**config.mk**
```make
export PLATFORM = sky130hd
export DESIGN_NAME = word_break_matcher
export DESIGN_NICKNAME = d
export VERILOG_FILES = /design/src/design/wbm_pkg.sv /design/src/design/word_break_matcher.sv /design/src/design/wbm_front.sv /design/src/design/wbm_engine.sv
export SDC_FILE = /design/constraint.sdc
export NUM_CORES = 2
export LEC_CHECK = 0
export ABC_AREA = 1
export CAP_MARGIN = 20
export CORE_MARGIN = 5
export CORE_UTILIZATION = 60
export CTS_BUF_LIST = sky130_fd_sc_hd__clkbuf_4
export DETAILED_ROUTE_END_ITERATION = 10
export DONT_BUFFER_PORTS = 1
export PLACE_DENSITY = 0.83
export SETUP_SLACK_MARGIN = 0.2
export SYNTH_ARGS = -nofsm -noshare
export SYNTH_HDL_FRONTEND = slang
export SYNTH_SLANG_ARGS = --single-unit
```
**constraint.sdc**
```tcl
create_clock -name clk -period 6.6 [get_ports clk]
set_clock_uncertainty 0.05 [all_clocks]
set_input_delay 0.33 -clock clk [delete_from_list [all_inputs] [get_ports clk]]
set_output_delay 0.33 -clock clk [all_outputs]
set_load 0.03 [all_outputs]
```
**src/design/wbm_pkg.sv**
```systemverilog
`timescale 1ns / 1ps
// ----------------------------------------------------------------------------
// wbm_pkg
// Shared types and constants for the word break matcher.
// ----------------------------------------------------------------------------
package wbm_pkg;

    localparam int DICT_WORDS_DEF = 16;
    localparam int WORD_LEN_DEF   = 8;

    typedef enum logic [1:0] {
        KIND_CLEAR = 2'd0,
        KIND_DICT  = 2'd1,
        KIND_TEXT  = 2'd2,
        KIND_NONE  = 2'd3
    } kind_t;

    typedef struct packed {
        logic [1:0] kind;
        logic [7:0] symbol;
        logic       last;
    } in_item_t;

    typedef struct packed {
        logic can_split;
        logic words_dropped;
    } out_item_t;

    typedef enum logic [1:0] {
        ST_IDLE,
        ST_SCAN,
        ST_DONE
    } eng_state_t;

endpackage

```
**src/design/word_break_matcher.sv**
```systemverilog
`timescale 1ns / 1ps
// ----------------------------------------------------------------------------
// word_break_matcher
// Decides whether a text splits into words of a loaded dictionary.
// ----------------------------------------------------------------------------
// Usage: items enter on in_valid/in_ready (kind, symbol, last). Kind clear
// empties the dictionary and text state, kind dict loads one word character,
// kind text feeds one text character. A text character with last set yields
// one transfer on out_valid/out_ready with can_split and words_dropped.
// A two-entry queue takes items while the engine works. Dictionary, clear
// and ignored items are handled by the engine in its idle state; a text
// character is compared against the stored words one row at a time through
// the single dictionary row read port, until a word fits or the stored
// words run out. The result is registered in the done state after the scan.
// When the receiver stalls the result is held and the engine takes no
// new item until it is taken; the queue keeps accepting up to two.
// Reset empties the dictionary, clears the sticky drop flag and the text
// state; the block is ready as soon as reset is released.
// ----------------------------------------------------------------------------
module word_break_matcher
#(
    parameter int DICT_WORDS = wbm_pkg::DICT_WORDS_DEF,
    parameter int WORD_LEN   = wbm_pkg::WORD_LEN_DEF
)
(
    input  logic                clk,
    input  logic                rst_n,
    input  logic                in_valid,
    output logic                in_ready,
    input  wbm_pkg::in_item_t   in_data,
    output logic                out_valid,
    input  logic                out_ready,
    output wbm_pkg::out_item_t  out_data
);
    import wbm_pkg::*;

    logic     q_valid, q_ready;
    in_item_t q_data;

    // intake queue
    wbm_front u_front (
        .clk(clk), .rst_n(rst_n),
        .in_valid(in_valid), .in_ready(in_ready), .in_data(in_data),
        .q_valid(q_valid), .q_ready(q_ready), .q_data(q_data)
    );

    // matching engine
    wbm_engine #(.DICT_WORDS(DICT_WORDS), .WORD_LEN(WORD_LEN)) u_engine (
        .clk(clk), .rst_n(rst_n),
        .q_valid(q_valid), .q_ready(q_ready), .q_data(q_data),
        .out_valid(out_valid), .out_ready(out_ready), .out_data(out_data)
    );

endmodule

```
**src/design/wbm_front.sv**
```systemverilog
`timescale 1ns / 1ps
// ----------------------------------------------------------------------------
// wbm_front
// Two-entry input queue that decouples intake from the matching engine.
// ----------------------------------------------------------------------------
module wbm_front
(
    input  logic               clk,
    input  logic               rst_n,
    input  logic               in_valid,
    output logic               in_ready,
    input  wbm_pkg::in_item_t  in_data,
    output logic               q_valid,
    input  logic               q_ready,
    output wbm_pkg::in_item_t  q_data
);
    import wbm_pkg::*;

    in_item_t   mem_reg [2];
    logic       wr_ptr_reg, rd_ptr_reg;
    logic [1:0] cnt_reg;
    logic       push, pop;

    assign in_ready = (cnt_reg != 2'd2);
    assign q_valid  = (cnt_reg != 2'd0);
    assign q_data   = mem_reg[rd_ptr_reg];
    assign push     = in_valid && in_ready;
    assign pop      = q_valid && q_ready;

    // queue storage
    always_ff @(posedge clk)
    begin
        if (push)
        begin
            mem_reg[wr_ptr_reg] <= in_data;
        end
    end

    // pointers and fill count
    always_ff @(posedge clk or negedge rst_n)
    begin
        if (!rst_n)
        begin
            wr_ptr_reg <= 1'b0;
            rd_ptr_reg <= 1'b0;
            cnt_reg    <= 2'd0;
        end
        else
        begin
            if (push) wr_ptr_reg <= ~wr_ptr_reg;
            if (pop)  rd_ptr_reg <= ~rd_ptr_reg;
            cnt_reg <= cnt_reg + {1'b0, push} - {1'b0, pop};
        end
    end

    a_no_overflow: assert property (@(posedge clk) disable iff (!rst_n)
        cnt_reg == 2'd2 |-> !in_ready) else $error("queue overflow");
    a_cnt_range: assert property (@(posedge clk) disable iff (!rst_n)
        cnt_reg != 2'd3) else $error("bad count");
    a_empty: assert property (@(posedge clk) disable iff (!rst_n)
        cnt_reg == 2'd0 |-> !q_valid) else $error("pop from empty");

endmodule

```
**src/design/wbm_engine.sv**
```systemverilog
`timescale 1ns / 1ps
// ----------------------------------------------------------------------------
// wbm_engine
// Dictionary store and text matcher; scans one stored word per cycle.
// ----------------------------------------------------------------------------
module wbm_engine
#(
    parameter int DICT_WORDS = wbm_pkg::DICT_WORDS_DEF,
    parameter int WORD_LEN   = wbm_pkg::WORD_LEN_DEF
)
(
    input  logic                clk,
    input  logic                rst_n,
    input  logic                q_valid,
    output logic                q_ready,
    input  wbm_pkg::in_item_t   q_data,
    output logic                out_valid,
    input  logic                out_ready,
    output wbm_pkg::out_item_t  out_data
);
    import wbm_pkg::*;

    localparam int WB = (DICT_WORDS > 1) ? $clog2(DICT_WORDS) : 1;
    localparam int CB = $clog2(DICT_WORDS + 1);
    localparam int LB = $clog2(WORD_LEN + 1);
    localparam int JB = (WORD_LEN > 1) ? $clog2(WORD_LEN) : 1;

    // dictionary store, one row per word
    logic [WORD_LEN-1:0][7:0] dict_mem [DICT_WORDS];
    logic [WORD_LEN-1:0][7:0] row_rd;
    logic [LB-1:0]  len_reg [DICT_WORDS];
    logic [CB-1:0]  count_reg;
    logic [LB-1:0]  load_len_reg;
    logic           too_long_reg, dropped_reg;
    logic [WORD_LEN-1:0][7:0] win_reg;
    logic [WORD_LEN:0]        hist_reg;
    logic [CB-1:0]  scan_reg;
    logic [LB-1:0]  scan_len_reg;
    logic           found_reg, last_reg, rd_valid_reg;
    eng_state_t     state_reg, state_next;
    out_item_t      out_reg;
    logic           out_valid_reg;

    logic take, is_text, fits, scan_end;
    logic [WB-1:0] scan_rd;

    assign take    = q_valid && q_ready;
    assign is_text = (q_data.kind == KIND_TEXT);
    assign q_ready = (state_reg == ST_IDLE) && !out_valid_reg;
    assign out_valid = out_valid_reg;
    assign out_data  = out_reg;

    // dictionary write and registered row read
    always_ff @(posedge clk)
    begin
        if (take && q_data.kind == KIND_DICT
            && load_len_reg < LB'(WORD_LEN)
            && count_reg < CB'(DICT_WORDS))
        begin
            dict_mem[count_reg[WB-1:0]][load_len_reg[JB-1:0]] <= q_data.symbol;
        end
        row_rd <= dict_mem[scan_rd];
        scan_len_reg <= len_reg[scan_rd];
    end

    // row being fetched; the row compared in a cycle is one behind scan_reg
    assign scan_rd = (state_reg == ST_IDLE || scan_reg >= CB'(DICT_WORDS))
        ? '0 : scan_reg[WB-1:0];

    // compare of the fetched row against the text window
    always_comb
    begin
        fits = (scan_len_reg != '0) && hist_reg[scan_len_reg];
        for (int j = 0; j < WORD_LEN; j++)
        begin
            if (LB'(j) < scan_len_reg
                && row_rd[j] != win_reg[scan_len_reg - LB'(j) - LB'(1)])
            begin
                fits = 1'b0;
            end
        end
        fits = fits && rd_valid_reg;
    end

    assign scan_end = rd_valid_reg
        && ((scan_reg >= count_reg) || fits || found_reg);

    // next state
    always_comb
    begin
        state_next = state_reg;
        unique case (state_reg)
            ST_IDLE: if (take && is_text) state_next = ST_SCAN;
            ST_SCAN: if (scan_end || count_reg == '0) state_next = ST_DONE;
            ST_DONE: state_next = ST_IDLE;
            default: state_next = ST_IDLE;
        endcase
    end

    // control and state registers
    always_ff @(posedge clk or negedge rst_n)
    begin
        if (!rst_n)
        begin
            state_reg     <= ST_IDLE;
            count_reg     <= '0;
            load_len_reg  <= '0;
            too_long_reg  <= 1'b0;
            dropped_reg   <= 1'b0;
            win_reg       <= '0;
            hist_reg      <= (WORD_LEN+1)'(1);
            scan_reg      <= '0;
            found_reg     <= 1'b0;
            last_reg      <= 1'b0;
            rd_valid_reg  <= 1'b0;
            out_valid_reg <= 1'b0;
            out_reg       <= '0;
            for (int i = 0; i < DICT_WORDS; i++) len_reg[i] <= '0;
        end
        else
        begin
            state_reg <= state_next;
            if (out_valid_reg && out_ready) out_valid_reg <= 1'b0;
            unique case (state_reg)
                ST_IDLE:
                begin
                    rd_valid_reg <= 1'b0;
                    if (take)
                    begin
                        if (q_data.kind == KIND_CLEAR)
                        begin
                            count_reg    <= '0;
                            load_len_reg <= '0;
                            too_long_reg <= 1'b0;
                            dropped_reg  <= 1'b0;
                            win_reg      <= '0;
                            hist_reg     <= (WORD_LEN+1)'(1);
                            for (int i = 0; i < DICT_WORDS; i++) len_reg[i] <= '0;
                        end
                        else if (q_data.kind == KIND_DICT)
                        begin
                            if (q_data.last)
                            begin
                                // drop a word that ran past the row or found no free row
                                if (too_long_reg || load_len_reg >= LB'(WORD_LEN)
                                    || count_reg >= CB'(DICT_WORDS))
                                begin
                                    dropped_reg <= 1'b1;
                                end
                                else
                                begin
                                    len_reg[count_reg[WB-1:0]] <= load_len_reg + LB'(1);
                                    count_reg <= count_reg + CB'(1);
                                end
                                load_len_reg <= '0;
                                too_long_reg <= 1'b0;
                            end
                            else if (load_len_reg < LB'(WORD_LEN))
                            begin
                                load_len_reg <= load_len_reg + LB'(1);
                            end
                            else
                            begin
                                too_long_reg <= 1'b1;
                            end
                        end
                        else if (is_text)
                        begin
                            win_reg  <= (WORD_LEN*8)'({win_reg, q_data.symbol});
                            hist_reg <= {hist_reg[WORD_LEN-1:0], 1'b0};
                            last_reg <= q_data.last;
                            found_reg <= 1'b0;
                            scan_reg <= '0;
                        end
                    end
                end
                ST_SCAN:
                begin
                    rd_valid_reg <= 1'b1;
                    if (fits) found_reg <= 1'b1;
                    scan_reg <= scan_reg + CB'(1);
                end
                ST_DONE:
                begin
                    rd_valid_reg <= 1'b0;
                    if (last_reg)
                    begin
                        out_valid_reg     <= 1'b1;
                        out_reg.can_split <= found_reg;
                        out_reg.words_dropped <= dropped_reg;
                        win_reg  <= '0;
                        hist_reg <= (WORD_LEN+1)'(1);
                    end
                    else
                    begin
                        hist_reg[0] <= found_reg;
                    end
                end
                default: ;
            endcase
        end
    end

    a_out_from_done: assert property (@(posedge clk) disable iff (!rst_n)
        $rose(out_valid_reg) |-> $past(state_reg) == ST_DONE)
        else $error("result outside done");
    a_count_max: assert property (@(posedge clk) disable iff (!rst_n)
        count_reg <= CB'(DICT_WORDS)) else $error("count overflow");
    a_no_take_busy: assert property (@(posedge clk) disable iff (!rst_n)
        state_reg != ST_IDLE |-> !q_ready) else $error("take while busy");

endmodule
```
==> flow_metrics.tcl <==
set metrics [dict create \
    r2r_end "u_engine.state_reg[0]" \
    p_sw_uw 10500 \
    grt_pass1_vias 36600 \
    cts_tree "built" \
    cp.depth 24 \
    hold_viol 0 \
    holdPathEnd "u_front.wr_ptr_reg" \
    grt_max_degree 181 \
    power_density_mw_per_mm2 451 \
    cts_max_level 5 \
    core_sq_mm 0.0897 \
    final_antenna_net_count 0 \
    clk_latency_ns 1.22 \
    final-seq-area_sq_mm 0.0369 \
    reg2regPathDepth 24 \
    cp_cell_sequence "inv_2, ha_1, buf_4, clkinv_1, buf_4, nand2_1, nand2_1, nand2_1, nand2_1, nand2_1, nand2_1, nand2_1, nand2_1, nand2_1, nor2_1, nand2_1, nand2_1, nand2_1, nor2_1, nand2_1, nand2_1, nand2_1, nand2_1, nand2_1" \
    critPathMostFrequentCell "nand2_1" \
    grt_setup_unrepaired "no" \
    yosysTopAreaCell "edfxtp_1" \
    required_ns 7.63 \
    remaining_drc_errors 0 \
    largest_register_ffs 1024 \
    path_clk_slew_ns 0.07 \
    finalCriticalPeriod_ns 4.04 \
    synth_area_per_cell_sq_um 11.9 \
    fin_cells 6048 \
    syn_nets 4567 \
    combPwrFrac_pct 34.0 \
    synth_edf_count 1046 \
    ys_seq_elements 1279 \
    outcome "completed" \
    intPower_uw 16200 \
    yosysMostFrequentCell "edfxtp_1" \
    gp_congestion 0.943 \
    netlist_instances 4535 \
    grt-ovfl-total 0 \
    worst_pin_slew_ns 1.17 \
    ios 19 \
    placed_cells 5469 \
    synthFlopType "edfxtp_1" \
    yosys_warnings 0 \
    cp_slowest_stage_delay_ns 0.86 \
    fillers 6185 \
    dr.first_iter.drc_count 5720 \
    grt_antenna_before_repair 4 \
    post-cts-setup-buffers 0 \
    cp_num_buf_inv 4 \
    irDropWorstVdd_mv 0.322 \
    cts_buffers 326 \
    die_y_um 310 \
    crit_type "flip-flop to flip-flop" \
    io_buffers 0 \
    cts_root_buffer "clkbuf_4" \
    worstHoldPathCells 4 \
    r2r_setup_slack_ns 2.56 \
    p_sw_share_pct 39.5 \
    die_x_um 310 \
    design_area_sq_mm 0.0592 \
    finalWirelength_um 145000 \
    synthTopCellsByArea "edfxtp_1 58%, dfrtp_1 7.6%, nand2_1 5.1%" \
    arrival_ns 5.07 \
    critical-path-top-delay-family "simple AND/OR/NAND/NOR gates" \
    max_slew_margin_pct 21.6 \
    clock-sinks 1279 \
    drive_gt1_share_pct 12.4 \
    grt_pass1_wl_um 217000 \
    start_util_pct 60.3 \
    synth.cell_area_sq_mm 0.0541 \
    end_kind "flip-flop" \
    power_frac_seq_pct 41.3 \
    yosysUniqueCellTypes 46 \
    viasPerCell 6.31 \
    cp_max_fo 44 \
    dr_total_vias 38100 \
    worstHoldStart "in_valid" \
    timing.final.setup_violations 0 \
    setup-tns-final_ns 0 \
    final_nets 4686 \
    hold_buffers 30 \
    drt-pass1-iter-count 7 \
    dp_hpwl_um 82500 \
    multi_input_area_sq_mm 0.0153 \
    yosysTopAreaCellShare_pct 58.1 \
    drv_cap 0 \
    core.rowCount 110 \
    place_area_sq_mm 0.0549 \
    reg2reg_from "u_engine.scan_len_reg[0]" \
    period_share_pct 61.3 \
    finalMaxSlewViolations 0 \
    hold_class "input port to flip-flop" \
    ys_seq_area_share_pct 68.2 \
    clkPwrFrac_pct 24.6 \
    synth_async_sr_flop_share_pct 12.9 \
    leakage_uw 0.0211 \
    slowest_stage "dfxtp_2" \
    hold_ws_ns 0.174 \
    syn2layout_area_growth_pct 9.48 \
    synth_common_cells "1046 x edfxtp_1, 728 x nand2_1, 451 x nor2_1" \
    fp.dieArea_sq_mm 0.0962 \
    clk_path_buf_depth 4 \
    postCtsResizedCells 0 \
    wl_per_cell_um 23.9 \
    worstSetupStartpointType "flip-flop" \
    grt.total_usage_pct 29.8 \
    max_freq_mhz 247 \
]
[worst max-delay path by stage]
stage / startpoint / end / slack, ns
6_report: u_engine.scan_len_reg[0] / u_engine.state_reg[0] / 2.56
5_1_grt: u_engine.scan_len_reg[0] / u_engine.state_reg[0] / 2.24
4_1_cts: u_engine.scan_len_reg[0] / u_engine.state_reg[0] / 2.64
3_5_place_dp: u_engine.scan_len_reg[0] / u_engine.state_reg[0] / 2.61
3_3_place_gp: u_engine.scan_len_reg[0] / u_engine.state_reg[0] / 2.60
2_1_floorplan: u_front.rd_ptr_reg / u_engine.dict_mem[0][0] / 3.73
[area by class of cell]
cell class	count	share of cell area (%)
repair buffers	72	1.26
clock buffers	471	5.97
inverters	205	1.33
diodes	5	0.0211
clock inverters	70	0.702
well taps	1176	2.49
multi-input cells	2770	25.9
flip-flops and latches	1279	62.3
[metal layers]
layer	share of wire, %	GRT usage (%)	vias up	wire (um)
met4	4.7	14.0	0	6790
li1	-	-	16900	-
met3	12	7.60	404	17600
met5	0	0	-	0
met1	37	40.4	18200	53200
met2	46	45.9	2543	67000
[layout by cell type (no fill, tap or decap), drive strengths merged, types with 28 or more instances in the layout]
| cell | instances |
|---|---|
| inv | 209 |
| clkinv | 61 |
| o21ai | 414 |
| buf | 44 |
| o211ai | 74 |
| nand3 | 433 |
| o221ai | 202 |
| nor2 | 455 |
| a21oi | 28 |
| dfxtp | 68 |
| nand3b | 32 |
| dfrtp | 164 |
| clkbuf | 471 |
| mux2i | 260 |
| edfxtp | 1046 |
| dlygate4sd3 | 28 |
| nand2 | 740 |
| o22ai | 85 |
[stage by stage]
stage          setup WS (ns)  utilization, %  total power [uW]
4_1_cts                 2.64            65.9             26500
6_report                2.56            66.0             26700
3_3_place_gp            2.60            61.1             19700
5_1_grt                 2.24            66.0             28000
3_5_place_dp            2.61            61.1             19900
2_1_floorplan           3.73               -             17000
[tightest hold or removal path: stages]
cell	delay [ns]
dlygate4sd3_1	0.53
nand2_1	0.10
nor2_1	0.23
nor2_1	0.17
[power by group through the flow]
stage / logic [uW] / clock network, uW / registers [uW]
after global placement: 8520 / 0 / 11100
after CTS: 8830 / 6640 / 11000
final: 9080 / 6580 / 11000
after floorplan: 6080 / 0 / 10900
after global routing: 9800 / 7130 / 11100
after detailed placement: 8740 / 0 / 11200
[logic make-up after synthesis]
logic type | share of synthesized area (%)
muxes | 4.81
and+or+nand+nor | 13.3
xor gates and xnor gates | 0.146
buffers and inverters | 3.63
DFF | 68.2
AOI/OAI and AO/OA | 9.48
adders and majority gates | 0.393
(Power assumes the default switching activity.)
